===== config.mk =====
export PLATFORM = sky130hd
export DESIGN_NAME = drive_command_fsm_with_watchdog
export DESIGN_NICKNAME = d
export VERILOG_FILES = /design/src/hw/rtl/dcfw_pkg.sv /design/src/hw/rtl/drive_command_fsm_with_watchdog.sv
export SDC_FILE = /design/constraint.sdc
export NUM_CORES = 1
export LEC_CHECK = 0
export BUFFER_PORTS_ARGS = -buffer_cell sky130_fd_sc_hd__buf_2
export CELL_PAD_IN_SITES_DETAIL_PLACEMENT = 0
export CELL_PAD_IN_SITES_GLOBAL_PLACEMENT = 1
export CORE_ASPECT_RATIO = 1.2
export CORE_MARGIN = 4
export CORE_UTILIZATION = 40
export CTS_CLUSTER_DIAMETER = 150
export DETAILED_ROUTE_END_ITERATION = 12
export PLACE_DENSITY = 0.68
export SLEW_MARGIN = 20
export SYNTH_ARGS = -nofsm -noshare
export SYNTH_HDL_FRONTEND = slang
export SYNTH_SLANG_ARGS = --single-unit

===== constraint.sdc =====
create_clock -name clk -period 4.03 [get_ports clk]
set_input_delay 1.0075 -clock clk [delete_from_list [all_inputs] [get_ports clk]]
set_output_delay 1.0075 -clock clk [all_outputs]
set_load 0.03 [all_outputs]

===== src/hw/rtl/dcfw_pkg.sv =====
`timescale 1ns / 1ps
// ----------------------------------------------------------------------------
// dcfw_pkg
// shared types and constants of the drive command sequencer with watchdog
// ----------------------------------------------------------------------------
package dcfw_pkg;

  // counter width of the poll and inactivity counters
  localparam int unsigned COUNT_BITS   = 16;
  localparam int unsigned TIMER_BITS   = 16;
  localparam int unsigned CMP_BITS     = (COUNT_BITS > TIMER_BITS) ? COUNT_BITS : TIMER_BITS;

  localparam int unsigned SPEED_BITS   = 7;
  localparam int unsigned MOTOR_BITS   = 8;
  localparam int unsigned DIR_BITS     = 3;
  localparam int unsigned LEVEL_BITS   = 2;

  // stream word widths
  localparam int unsigned IN_DATA_BITS  = 8;
  localparam int unsigned OUT_DATA_BITS = 24;

  // configuration port
  localparam int unsigned CFG_ADDR_BITS = 3;
  localparam int unsigned CFG_DATA_BITS = 16;

  localparam logic [CFG_ADDR_BITS-1:0] REG_POLL_PERIOD      = 3'd0;
  localparam logic [CFG_ADDR_BITS-1:0] REG_STRAIGHT_TIMEOUT = 3'd1;
  localparam logic [CFG_ADDR_BITS-1:0] REG_TURN_TIMEOUT     = 3'd2;
  localparam logic [CFG_ADDR_BITS-1:0] REG_LOW_SPEED        = 3'd3;
  localparam logic [CFG_ADDR_BITS-1:0] REG_MID_SPEED        = 3'd4;
  localparam logic [CFG_ADDR_BITS-1:0] REG_HIGH_SPEED       = 3'd5;

  localparam logic [TIMER_BITS-1:0] POLL_PERIOD_RST      = 16'd50;
  localparam logic [TIMER_BITS-1:0] STRAIGHT_TIMEOUT_RST = 16'd50;
  localparam logic [TIMER_BITS-1:0] TURN_TIMEOUT_RST     = 16'd25;
  localparam logic [SPEED_BITS-1:0] LOW_SPEED_RST        = 7'd33;
  localparam logic [SPEED_BITS-1:0] MID_SPEED_RST        = 7'd66;
  localparam logic [SPEED_BITS-1:0] HIGH_SPEED_RST       = 7'd100;

  // direction codes
  localparam logic [DIR_BITS-1:0] DIR_STOP     = 3'd0;
  localparam logic [DIR_BITS-1:0] DIR_FORWARD  = 3'd1;
  localparam logic [DIR_BITS-1:0] DIR_BACKWARD = 3'd2;
  localparam logic [DIR_BITS-1:0] DIR_LEFT     = 3'd3;
  localparam logic [DIR_BITS-1:0] DIR_RIGHT    = 3'd4;

  // intensity codes
  localparam logic [LEVEL_BITS-1:0] LVL_LOW  = 2'd0;
  localparam logic [LEVEL_BITS-1:0] LVL_MID  = 2'd1;
  localparam logic [LEVEL_BITS-1:0] LVL_HIGH = 2'd2;

  typedef enum logic [1:0] {
    PH_INIT    = 2'd0,
    PH_IDLE    = 2'd1,
    PH_PROCESS = 2'd2,
    PH_ERROR   = 2'd3
  } phase_t;

endpackage


===== src/hw/rtl/drive_command_fsm_with_watchdog.sv =====
`timescale 1ns / 1ps
// ----------------------------------------------------------------------------
// drive_command_fsm_with_watchdog
// drive command sequencer with per-direction motion watchdog
// ----------------------------------------------------------------------------
// each input word is one tick carrying a possibly new drive command; each
// tick yields exactly one output word with motor speeds, pulses and lamps.
// channels: in_* slave stream (tick words), out_* master stream (results),
// cfg_* plain write port for the six setup registers (write only when idle).
// path: an accepted word lands in the input register, its result is built by
// one pass of logic and lands in the output register, visible on out_* from
// then on.
// throughput: one word per cycle unless stalled, set by the single-pass sequencer step;
// the input register refills in the same cycle the output word is taken.
// reset (rst_n low, synchronous): both stream registers empty, sequencer in
// init, counters zero, watchdog disarmed, lamps off, setup registers back
// to their defaults (poll 50, straight 50, turn 25, speeds 33/66/100).
// receiver stall: the output word holds; the input register keeps its word
// and in_tready drops once both registers are full, so nothing is lost.
// ----------------------------------------------------------------------------
module drive_command_fsm_with_watchdog (
  input  logic                                 clk,
  input  logic                                 rst_n,
  // tick input: cmd_ready[0], cmd_ok[1], direction[4:2], intensity[6:5], pad[7]
  input  logic                                 in_tvalid,
  output logic                                 in_tready,
  input  logic [dcfw_pkg::IN_DATA_BITS-1:0]    in_tdata,
  // result: drive_write[0], left_speed[8:1], right_speed[16:9],
  // emergency_stop[17], poll_request[18], link_start[19], timeout_stop[20],
  // busy_lamp[21], halt_lamp[22], move_lamp[23]
  output logic                                 out_tvalid,
  input  logic                                 out_tready,
  output logic [dcfw_pkg::OUT_DATA_BITS-1:0]   out_tdata,
  // setup register writes
  input  logic                                 cfg_we,
  input  logic [dcfw_pkg::CFG_ADDR_BITS-1:0]   cfg_addr,
  input  logic [dcfw_pkg::CFG_DATA_BITS-1:0]   cfg_wdata
);
  import dcfw_pkg::*;

  // setup registers
  logic [TIMER_BITS-1:0] poll_period_r, straight_timeout_r, turn_timeout_r;
  logic [SPEED_BITS-1:0] low_speed_r, mid_speed_r, high_speed_r;

  // stream registers
  logic                     s1_valid_r;
  logic [IN_DATA_BITS-1:0]  s1_data_r;
  logic                     out_valid_r;
  logic [OUT_DATA_BITS-1:0] out_data_r;
  logic                     s1_adv;

  // sequencer state
  phase_t                phase_r, phase_nxt;
  logic [DIR_BITS-1:0]   held_dir_r, held_dir_nxt;
  logic [LEVEL_BITS-1:0] held_lvl_r, held_lvl_nxt;
  logic [COUNT_BITS-1:0] poll_cnt_r, poll_cnt_nxt;
  logic [COUNT_BITS-1:0] idle_cnt_r, idle_cnt_nxt;
  logic                  wd_armed_r, wd_armed_nxt;
  logic [DIR_BITS-1:0]   motion_r, motion_nxt;
  logic                  busy_r, busy_nxt;
  logic                  halt_r, halt_nxt;
  logic                  move_r, move_nxt;

  // unpacked tick word
  logic                  cmd_ready, cmd_ok;
  logic [DIR_BITS-1:0]   cmd_dir;
  logic [LEVEL_BITS-1:0] cmd_lvl;

  // result fields of this tick
  logic                  drive_write, estop, poll_req, link_start, tstop;
  logic [MOTOR_BITS-1:0] left_speed, right_speed;

  // helpers
  logic [TIMER_BITS-1:0] wd_limit;
  logic [SPEED_BITS-1:0] mag;
  logic [MOTOR_BITS-1:0] pos_speed, neg_speed;
  logic [COUNT_BITS-1:0] idle_inc, poll_inc;

  assign cmd_ready = s1_data_r[0];
  assign cmd_ok    = s1_data_r[1];
  assign cmd_dir   = s1_data_r[4:2];
  assign cmd_lvl   = s1_data_r[6:5];

  // handshake: the input register moves on whenever the output slot frees
  assign s1_adv    = s1_valid_r && (!out_valid_r || out_tready);
  assign in_tready = !s1_valid_r || s1_adv;
  assign out_tvalid = out_valid_r;
  assign out_tdata  = out_data_r;

  // setup registers
  always_ff @(posedge clk) begin
    if (!rst_n) begin
      poll_period_r      <= POLL_PERIOD_RST;
      straight_timeout_r <= STRAIGHT_TIMEOUT_RST;
      turn_timeout_r     <= TURN_TIMEOUT_RST;
      low_speed_r        <= LOW_SPEED_RST;
      mid_speed_r        <= MID_SPEED_RST;
      high_speed_r       <= HIGH_SPEED_RST;
    end else if (cfg_we) begin
      unique case (cfg_addr)
        REG_POLL_PERIOD:      poll_period_r      <= cfg_wdata[TIMER_BITS-1:0];
        REG_STRAIGHT_TIMEOUT: straight_timeout_r <= cfg_wdata[TIMER_BITS-1:0];
        REG_TURN_TIMEOUT:     turn_timeout_r     <= cfg_wdata[TIMER_BITS-1:0];
        REG_LOW_SPEED:        low_speed_r        <= cfg_wdata[SPEED_BITS-1:0];
        REG_MID_SPEED:        mid_speed_r        <= cfg_wdata[SPEED_BITS-1:0];
        REG_HIGH_SPEED:       high_speed_r       <= cfg_wdata[SPEED_BITS-1:0];
        default: ;  // unmapped index, ignored
      endcase
    end
  end

  // input register
  always_ff @(posedge clk) begin
    if (!rst_n) begin
      s1_valid_r <= 1'b0;
    end else if (in_tready) begin
      s1_valid_r <= in_tvalid;
    end
  end

  always_ff @(posedge clk) begin
    if (in_tvalid && in_tready) begin
      s1_data_r <= in_tdata;
    end
  end

  // output register
  always_ff @(posedge clk) begin
    if (!rst_n) begin
      out_valid_r <= 1'b0;
    end else if (s1_adv) begin
      out_valid_r <= 1'b1;
    end else if (out_tready) begin
      out_valid_r <= 1'b0;
    end
  end

  always_ff @(posedge clk) begin
    if (s1_adv) begin
      out_data_r <= {move_nxt, halt_nxt, busy_nxt, tstop, link_start, poll_req,
                     estop, right_speed, left_speed, drive_write};
    end
  end

  // sequencer state, only steps when a tick moves into the output slot
  always_ff @(posedge clk) begin
    if (!rst_n) begin
      phase_r    <= PH_INIT;
      held_dir_r <= DIR_STOP;
      held_lvl_r <= LVL_LOW;
      poll_cnt_r <= '0;
      idle_cnt_r <= '0;
      wd_armed_r <= 1'b0;
      motion_r   <= DIR_STOP;
      busy_r     <= 1'b0;
      halt_r     <= 1'b0;
      move_r     <= 1'b0;
    end else if (s1_adv) begin
      phase_r    <= phase_nxt;
      held_dir_r <= held_dir_nxt;
      held_lvl_r <= held_lvl_nxt;
      poll_cnt_r <= poll_cnt_nxt;
      idle_cnt_r <= idle_cnt_nxt;
      wd_armed_r <= wd_armed_nxt;
      motion_r   <= motion_nxt;
      busy_r     <= busy_nxt;
      halt_r     <= halt_nxt;
      move_r     <= move_nxt;
    end
  end

  // watchdog limit picked by the motion in progress
  always_comb begin
    if (motion_r == DIR_FORWARD || motion_r == DIR_BACKWARD) begin
      wd_limit = straight_timeout_r;
    end else if (motion_r == DIR_LEFT || motion_r == DIR_RIGHT) begin
      wd_limit = turn_timeout_r;
    end else begin
      wd_limit = '0;
    end
  end

  // speed magnitude from the held intensity; a held stop or unknown intensity gives zero
  always_comb begin
    if (held_dir_r == DIR_STOP) begin
      mag = '0;
    end else begin
      unique case (held_lvl_r)
        LVL_LOW:  mag = low_speed_r;
        LVL_MID:  mag = mid_speed_r;
        LVL_HIGH: mag = high_speed_r;
        default:  mag = '0;
      endcase
    end
  end

  assign pos_speed = {1'b0, mag};
  assign neg_speed = MOTOR_BITS'(8'd0 - pos_speed);
  assign idle_inc  = COUNT_BITS'(idle_cnt_r + 1'b1);
  assign poll_inc  = COUNT_BITS'(poll_cnt_r + 1'b1);

  // next state and result of one tick
  always_comb begin
    phase_nxt    = phase_r;
    held_dir_nxt = held_dir_r;
    held_lvl_nxt = held_lvl_r;
    poll_cnt_nxt = poll_cnt_r;
    idle_cnt_nxt = idle_cnt_r;
    wd_armed_nxt = wd_armed_r;
    motion_nxt   = motion_r;
    busy_nxt     = busy_r;
    halt_nxt     = halt_r;
    move_nxt     = move_r;
    drive_write  = 1'b0;
    estop        = 1'b0;
    poll_req     = 1'b0;
    link_start   = 1'b0;
    tstop        = 1'b0;
    left_speed   = '0;
    right_speed  = '0;

    unique case (phase_r)
      PH_INIT: begin
        link_start = 1'b1;
        phase_nxt  = PH_IDLE;
      end

      PH_IDLE: begin
        if (cmd_ready) begin
          // take the command, process or error on the next tick
          busy_nxt     = 1'b1;
          held_dir_nxt = cmd_dir;
          held_lvl_nxt = cmd_lvl;
          phase_nxt    = cmd_ok ? PH_PROCESS : PH_ERROR;
          poll_cnt_nxt = '0;
          idle_cnt_nxt = '0;
        end else begin
          // inactivity watchdog, zero limit means off
          if (wd_armed_r && wd_limit != '0) begin
            idle_cnt_nxt = idle_inc;
            if (CMP_BITS'(idle_inc) >= CMP_BITS'(wd_limit)) begin
              drive_write  = 1'b1;
              tstop        = 1'b1;
              wd_armed_nxt = 1'b0;
              idle_cnt_nxt = '0;
            end
          end
          poll_cnt_nxt = poll_inc;
          if (CMP_BITS'(poll_inc) >= CMP_BITS'(poll_period_r)) begin
            poll_req     = 1'b1;
            poll_cnt_nxt = '0;
          end
        end
      end

      PH_PROCESS: begin
        halt_nxt     = (held_dir_r == DIR_STOP);
        move_nxt     = (held_dir_r != DIR_STOP);
        idle_cnt_nxt = '0;
        if (held_dir_r >= DIR_FORWARD && held_dir_r <= DIR_RIGHT) begin
          drive_write  = 1'b1;
          left_speed   = (held_dir_r == DIR_FORWARD || held_dir_r == DIR_LEFT)
                         ? pos_speed : neg_speed;
          right_speed  = (held_dir_r == DIR_FORWARD || held_dir_r == DIR_RIGHT)
                         ? pos_speed : neg_speed;
          wd_armed_nxt = 1'b1;
          motion_nxt   = held_dir_r;
        end else begin
          // stop writes zero speeds, unknown direction writes nothing
          drive_write  = (held_dir_r == DIR_STOP);
          wd_armed_nxt = 1'b0;
          motion_nxt   = DIR_STOP;
        end
        busy_nxt     = 1'b0;
        poll_cnt_nxt = '0;
        phase_nxt    = PH_IDLE;
      end

      PH_ERROR: begin
        busy_nxt     = 1'b0;
        estop        = 1'b1;
        poll_cnt_nxt = '0;
        wd_armed_nxt = 1'b0;
        motion_nxt   = DIR_STOP;
        idle_cnt_nxt = '0;
        phase_nxt    = PH_IDLE;
      end

      default: phase_nxt = PH_IDLE;
    endcase
  end

endmodule


==> flow_summary.ini, run 1 <==
[global_route]
grt_busiest_layer = met2
met2_usage_pct = 33.3
grt.overflow.total = 0
grt_pass1_vias = 6229
grtUsageTotal_pct = 19.0
grt_max_degree = 54
grt_pass1_wl_mm = 31.8
use_met3_pct = 4.04
met1_usage_pct = 23.0
grt_antenna_before_repair = 1

[job]
max_cap_violations = 0

[floorplanning]
dieArea_um2 = 21000
die_x_um = 133
rows = 54
dieHeight_um = 158
start_util_pct = 40.9
core_um2 = 18300
num_io_pins = 58

[clock_tree]
clk_latency_ns = 0.42
clockRootBuffer = clkbuf_16
htreeDepth = 4
holdBufCountCts = 0
cts_tree = done
path_clk_slew_ns = 0.06
post_cts_buffers = 0
cts.sinks = 147
cts_resized = 0
cts_made_buffers = 17
clock_path_buffers = 2

[synth]
synth_cells = 878
ys_warn_count = 0
ys_seq_area_share_pct = 43.3
synth-seq-cells = 147
ys.flop_type = dfxtp_1
synth-async-reset-ratio_pct = 0
synth-edff-count = 30
synthesis.nets = 949
synth.distinct_cells = 62
syn_avg_cell_area_um2 = 8.54
synth_area_um2 = 7500

[placed_design]
place_area_um2 = 7960
hpwl_mm = 14.5
io_buffer_count = 56
place_ws_ns = 0.440
gp_congestion = 0.815

[worst_setup_path]
crit_type = flop to flop
arrival_ns = 3.79
crit_path_end = out_tdata[0]
end_kind = flop
r2r_slack_ns = 0.39
critPathLaunch = idle_cnt_r[0]
crit_required_ns = 4.18
reg2reg_to = out_tdata[0]
worstReg2RegStart = idle_cnt_r[0]
worst-path-max-fanout = 6
startpoint_type = flop
rr_worst_depth = 13

[timing]
period_share_pct = 90.2
setup-tns-final_ns = 0
maxSlewViolCount = 0
setup_viol = 0
relSlewSlack_pct = 30.3
fin_crit_ns = 3.64
fin_skew_ns = 0.0155
hold_viol = 0
worst_slack_ns = 0.394
rsz0062_at_grt = no
tightest_slew_ns = 1.04
clock.fmax_mhz = 275

[finish]
final_area_um2 = 8600
finalNetCount = 987
drive_above_1_share_pct = 12.2
antennaDiodeCount = 0
post-route-util_pct = 47.0
syn_to_final_growth_pct = 14.8

[routing]
wl_per_cell_um = 16.6
drc = 0
firstDrtPassIters = 5
wirelength_mm = 19.6
drt_iter0_drc = 242
drtAntennaViolNets = 0
viasPerCell = 5.28
vias = 6232

[power_and_ir_drop]
clkPwrFrac_pct = 49.1
switching_share_pct = 22.3
powerDensity_nw_per_um2 = 403
seqPwrFrac_pct = 44.8
irDropWorstVdd_mv = 0.333
combPwrFrac_pct = 6.1
switchingPower_uw = 775
p_leak_uw = 0.00323
internal_power_uw = 2690

[status]
outcome = completed

[worst_hold_path]
hold_path.class = flop to flop
## cells by family after synthesis
| logic type | count (synthesis) | share of synthesized area, % |
|---|---|---|
| AND/OR/NAND/NOR | 374 | 22.9 |
| buffers and inverters | 76 | 4.27 |
| multiplexers | 17 | 2.29 |
| XOR/XNOR | 36 | 4.21 |
| adder cells (fa/ha/maj) | 39 | 6.51 |
| AO/OA/AOI/OAI | 189 | 16.5 |
| flip-flops | 147 | 43.3 |
## final cells by class
class	count	area, µm²
flip-flops and latches	147	3240
multi-input cells	655	3940
fillers	1775	9710
clock buffers	25	528
inverters	29	109
repair buffers	66	355
well taps	252	315
clock inverters	6	114
## stage by stage
stage,total power (µW),cells,hold WS (ns)
6_report,3470,1180,0.453
5_1_grt,3600,1180,0.476
4_1_cts,3500,1180,0.455
3_5_place_dp,1800,1149,0.448
3_3_place_gp,1790,1149,0.441
2_1_floorplan,1720,878,0.434
## worst min path at each step
stage	end	start	depth (start not counted)	slack (ns)
floorplan	halt_r	halt_r	2	0.43
global placement	halt_r	halt_r	2	0.44
detailed placement	mid_speed_r[5]	mid_speed_r[5]	2	0.45
CTS	mid_speed_r[5]	mid_speed_r[5]	2	0.46
global route	mid_speed_r[5]	mid_speed_r[5]	2	0.48
finish	high_speed_r[1]	high_speed_r[1]	2	0.45
## critical path, stage by stage, from the launching register on
cell	delay [ns]
dfxtp_1	0.46
ha_1	0.26
nand3_1	0.20
and2b_1	0.36
inv_2	0.06
or3_1	0.40
xnor2_1	0.22
ha_1	0.26
nand4_1	0.11
nor3_1	0.07
o221a_1	0.15
or4_1	0.53
nand4_1	0.19
a21boi_0	0.11
## flip-flops by register name (all words and copies together), names as in the netlist, 3 cells and up
register	flops
idle_cnt_r	16
high_speed_r	7
poll_period_r	16
out_tdata	23
held_dir_r	3
low_speed_r	7
poll_cnt_r	16
mid_speed_r	7
turn_timeout_r	16
motion_r	3
straight_timeout_r	16
s1_data_r	7
## layer usage
metal / wire, µm / vias up
met4: 425 / 2
met3: 705 / 26
met2: 9760 / 123
met1: 8650 / 2905
met5: 18 / -
li1: - / 3176
## power by group through the flow
stage | combinational [µW] | clock (µW) | sequential [µW]
6_report | 211 | 1700 | 1560
5_1_grt | 233 | 1810 | 1560
4_1_cts | 213 | 1730 | 1560
3_5_place_dp | 213 | 0 | 1590
3_3_place_gp | 208 | 0 | 1590
2_1_floorplan | 122 | 0 | 1600
## layout by cell type (no fill, tap or decap), types with 3 or more instances in the layout
master	netlist	layout
o211ai_1	6	6
ha_1	39	39
xnor2_1	20	20
clkbuf_1	29	3
and2_1	7	7
bufinv_16	0	3
and3_1	5	5
nand2_1	197	197
buf_4	2	10
clkbuf_8	0	3
a211oi_1	13	13
nand3_1	32	32
nor2b_1	8	8
nor3b_1	3	3
o21ai_1	10	10
and4_1	3	3
o221ai_1	4	4
o2bb2ai_1	6	6
nor4_1	6	6
a21oi_1	82	82
or2_2	6	6
nand4_1	18	18
a22oi_1	15	15
a21o_1	4	4
or3_1	13	13
mux2i_1	16	16
a22o_1	12	12
o22ai_1	10	10
nor3_1	11	10
o21ai_0	7	7
buf_2	10	56
clkbuf_16	0	19
xor2_1	16	16
nor2_1	50	50
edfxtp_1	30	30
dfxtp_1	117	117
nand2b_1	6	6
inv_1	28	27
## synth_stat cells (7+ instances only)
| cell type | instances | share of area (%) |
|---|---|---|
| buf_2 | 10 | 0.67 |
| a21oi_1 | 82 | 5.5 |
| ha_1 | 39 | 6.5 |
| or3_1 | 13 | 1.1 |
| nor2b_1 | 8 | 0.67 |
| xnor2_1 | 20 | 2.3 |
| a22oi_1 | 15 | 1.5 |
| dfxtp_1 | 117 | 31 |
| nor3_1 | 11 | 0.73 |
| nand2_1 | 197 | 9.9 |
| a22o_1 | 12 | 1.4 |
| o21ai_1 | 10 | 0.67 |
| nand4_1 | 18 | 1.5 |
| nor2_1 | 50 | 2.5 |
| mux2i_1 | 16 | 2.1 |
| o21ai_0 | 7 | 0.47 |
| o22ai_1 | 10 | 0.83 |
| inv_1 | 28 | 1.4 |
| a211oi_1 | 13 | 1.3 |
| edfxtp_1 | 30 | 12 |
| nand3_1 | 32 | 2.1 |
| xor2_1 | 16 | 1.9 |
| and2_1 | 7 | 0.58 |
| clkbuf_1 | 29 | 1.5 |
(Power assumes the default switching activity.)
==> run 2: changes to the inputs <==
- BUFFER_PORTS_ARGS: -buffer_cell sky130_fd_sc_hd__buf_2 -> -buffer_cell sky130_fd_sc_hd__buf_4
- CTS_BUF_LIST: default -> sky130_fd_sc_hd__clkbuf_8
==> run 2 against run 1 <==
Wire length rose by 0.19%. Critical endpoint unchanged. First-iteration DRC count grew 39%. Register-to-register slack improved by 0.03 ns. Largest cell class unchanged. Die area unchanged. Sequential share of layout area rose by 0.56 points. Cell count is the same. Count of clock-buffer cells in the layout is 6 lower. Combinational power grew 7%.
==> flow_summary.ini, run 2 (same netlist as run 1, synthesis figures left out) <==
[routing]
wirelength_mm = 19.6
vias = 6224
wl_per_cell_um = 16.6
firstDrtPassIters = 5
drt_iter0_drc = 337
drtAntennaViolNets = 0
viasPerCell = 5.27
drc = 0

[clock_tree]
clockRootBuffer = clkbuf_8
clk_latency_ns = 0.44
holdBufCountCts = 0
cts.sinks = 147
clock_path_buffers = 2
cts_tree = done
path_clk_slew_ns = 0.08
cts_resized = 0
cts_made_buffers = 17
post_cts_buffers = 0
htreeDepth = 4

[status]
outcome = completed

[finish]
syn_to_final_growth_pct = 13.1
final_common_cell = nand2_1
finalNetCount = 986
drive_above_1_share_pct = 12.1
post-route-util_pct = 46.3
n_fill_cell = 1802
layout_common_cells = nand2_1, dfxtp_1, a21oi_1
antennaDiodeCount = 0
largest_reg_flops = 23

[worst_hold_path]
whs_path_depth = 2
holdPathEnd = mid_speed_r[0]
hold_path.class = flop to flop
min_from = mid_speed_r[0]

[timing]
rsz0062_at_grt = no
relSlewSlack_pct = 31.7
setup_viol = 0
maxSlewViolCount = 0
clock.fmax_mhz = 277
hold_viol = 0
period_share_pct = 89.4
fin_crit_ns = 3.60
fin_skew_ns = 0.0134
tightest_slew_ns = 1.02
setup-tns-final_ns = 0
whs_ns = 0.458

[worst_setup_path]
startpoint_type = flop
crit_required_ns = 4.22
rr_worst_depth = 13
r2r_slack_ns = 0.43
crit_family = simple AND/OR/NAND/NOR gates
cpPeakStageDelay_ns = 0.54
arrival_ns = 3.79
reg2reg_to = out_tdata[0]
worst-path-buf-inv = 1
cp_slowest_cell = or4_1
worst-path-max-fanout = 6
end_kind = flop
worstPathCellList = ha_1 > nand3_1 > and2b_1 > inv_2 > or3_1 > xnor2_1 > ha_1 > nand4_1 > nor3_1 > o221a_1 > or4_1 > nand4_1 > a21boi_0
crit_type = flop to flop
worstReg2RegStart = idle_cnt_r[0]

[placed_design]
io_buffer_count = 56
hpwl_mm = 14.4
gp_congestion = 0.809

[global_route]
grtUsageTotal_pct = 19.0
grt_antenna_before_repair = 0
grt_pass1_wl_mm = 31.9
grt_pass1_vias = 6189
grt.overflow.total = 0
grt_max_degree = 54

[floorplanning]
die_x_um = 133
core_um2 = 18300
rows = 54
dieHeight_um = 158
start_util_pct = 40.9
num_io_pins = 58
dieArea_um2 = 21000

[job]
max_cap_violations = 0

[power_and_ir_drop]
p_leak_uw = 0.00317
powerDensity_nw_per_um2 = 342
irDropWorstVdd_mv = 0.191
run 2: cell count changes in the layout (fill, tap and decap cells not counted), sizes merged:
cell,before,now
buf,66,65
inv,29,34
bufinv,3,2
clkinv,1,3
clkbuf,25,19
clkinvlp,2,3
run 2: how the worst max path moves through the flow:
stage | startpoint | end | slack (ns) | cells after the start
after floorplan | idle_cnt_r[0] | idle_cnt_r[13] | 0.91 | 14
after global placement | idle_cnt_r[0] | out_tdata[0] | 0.49 | 13
after detailed placement | idle_cnt_r[0] | out_tdata[0] | 0.47 | 13
after CTS | idle_cnt_r[0] | out_tdata[0] | 0.46 | 13
after global routing | idle_cnt_r[0] | out_tdata[0] | 0.21 | 13
final | idle_cnt_r[0] | out_tdata[0] | 0.43 | 13
run 2: layer usage:
metal	track usage, %	routed length [µm]
met2	34.0	9850
met5	0	0
met3	4.20	823
met4	5.84	387
met1	22.9	8540
run 2: worst register-to-register path, stage by stage (launching register included):
cell      delay, ns
dfxtp_1        0.44
ha_1           0.25
nand3_1        0.20
and2b_1        0.36
inv_2          0.06
or3_1          0.39
xnor2_1        0.16
ha_1           0.30
nand4_1        0.11
nor3_1         0.07
o221a_1        0.15
or4_1          0.54
nand4_1        0.20
a21boi_0       0.13
run 2: power breakdown:
| group | total, µW | internal (µW) | leakage (µW) | switching, µW |
|---|---|---|---|---|
| combinational | 226 | 75.1 | 0.00173 | 151 |
| sequential | 1550 | 1530 | 0.00123 | 20.3 |
| clock | 1120 | 572 | 0.000203 | 547 |
run 2: layout make-up:
cell class	count	area, µm²	area share (%)
clock buffers	19	262	3.09
clock inverters	13	121	1.43
inverters	29	109	1.28
multi-input cells	655	3940	46.5
flip-flops and latches	147	3240	38.3
well taps	252	315	3.72
repair buffers	65	488	5.76
run 2: per-stage QoR:
step                area (µm²)  instances  setup slack [ns]  total power, µW
floorplan                 7500        878             0.909             1720
global placement          8090       1148             0.485             1810
detailed placement        8090       1148             0.468             1810
CTS                       8480       1180             0.464             2940
global route              8480       1180             0.207             3020
finish                    8480       1180             0.425             2900
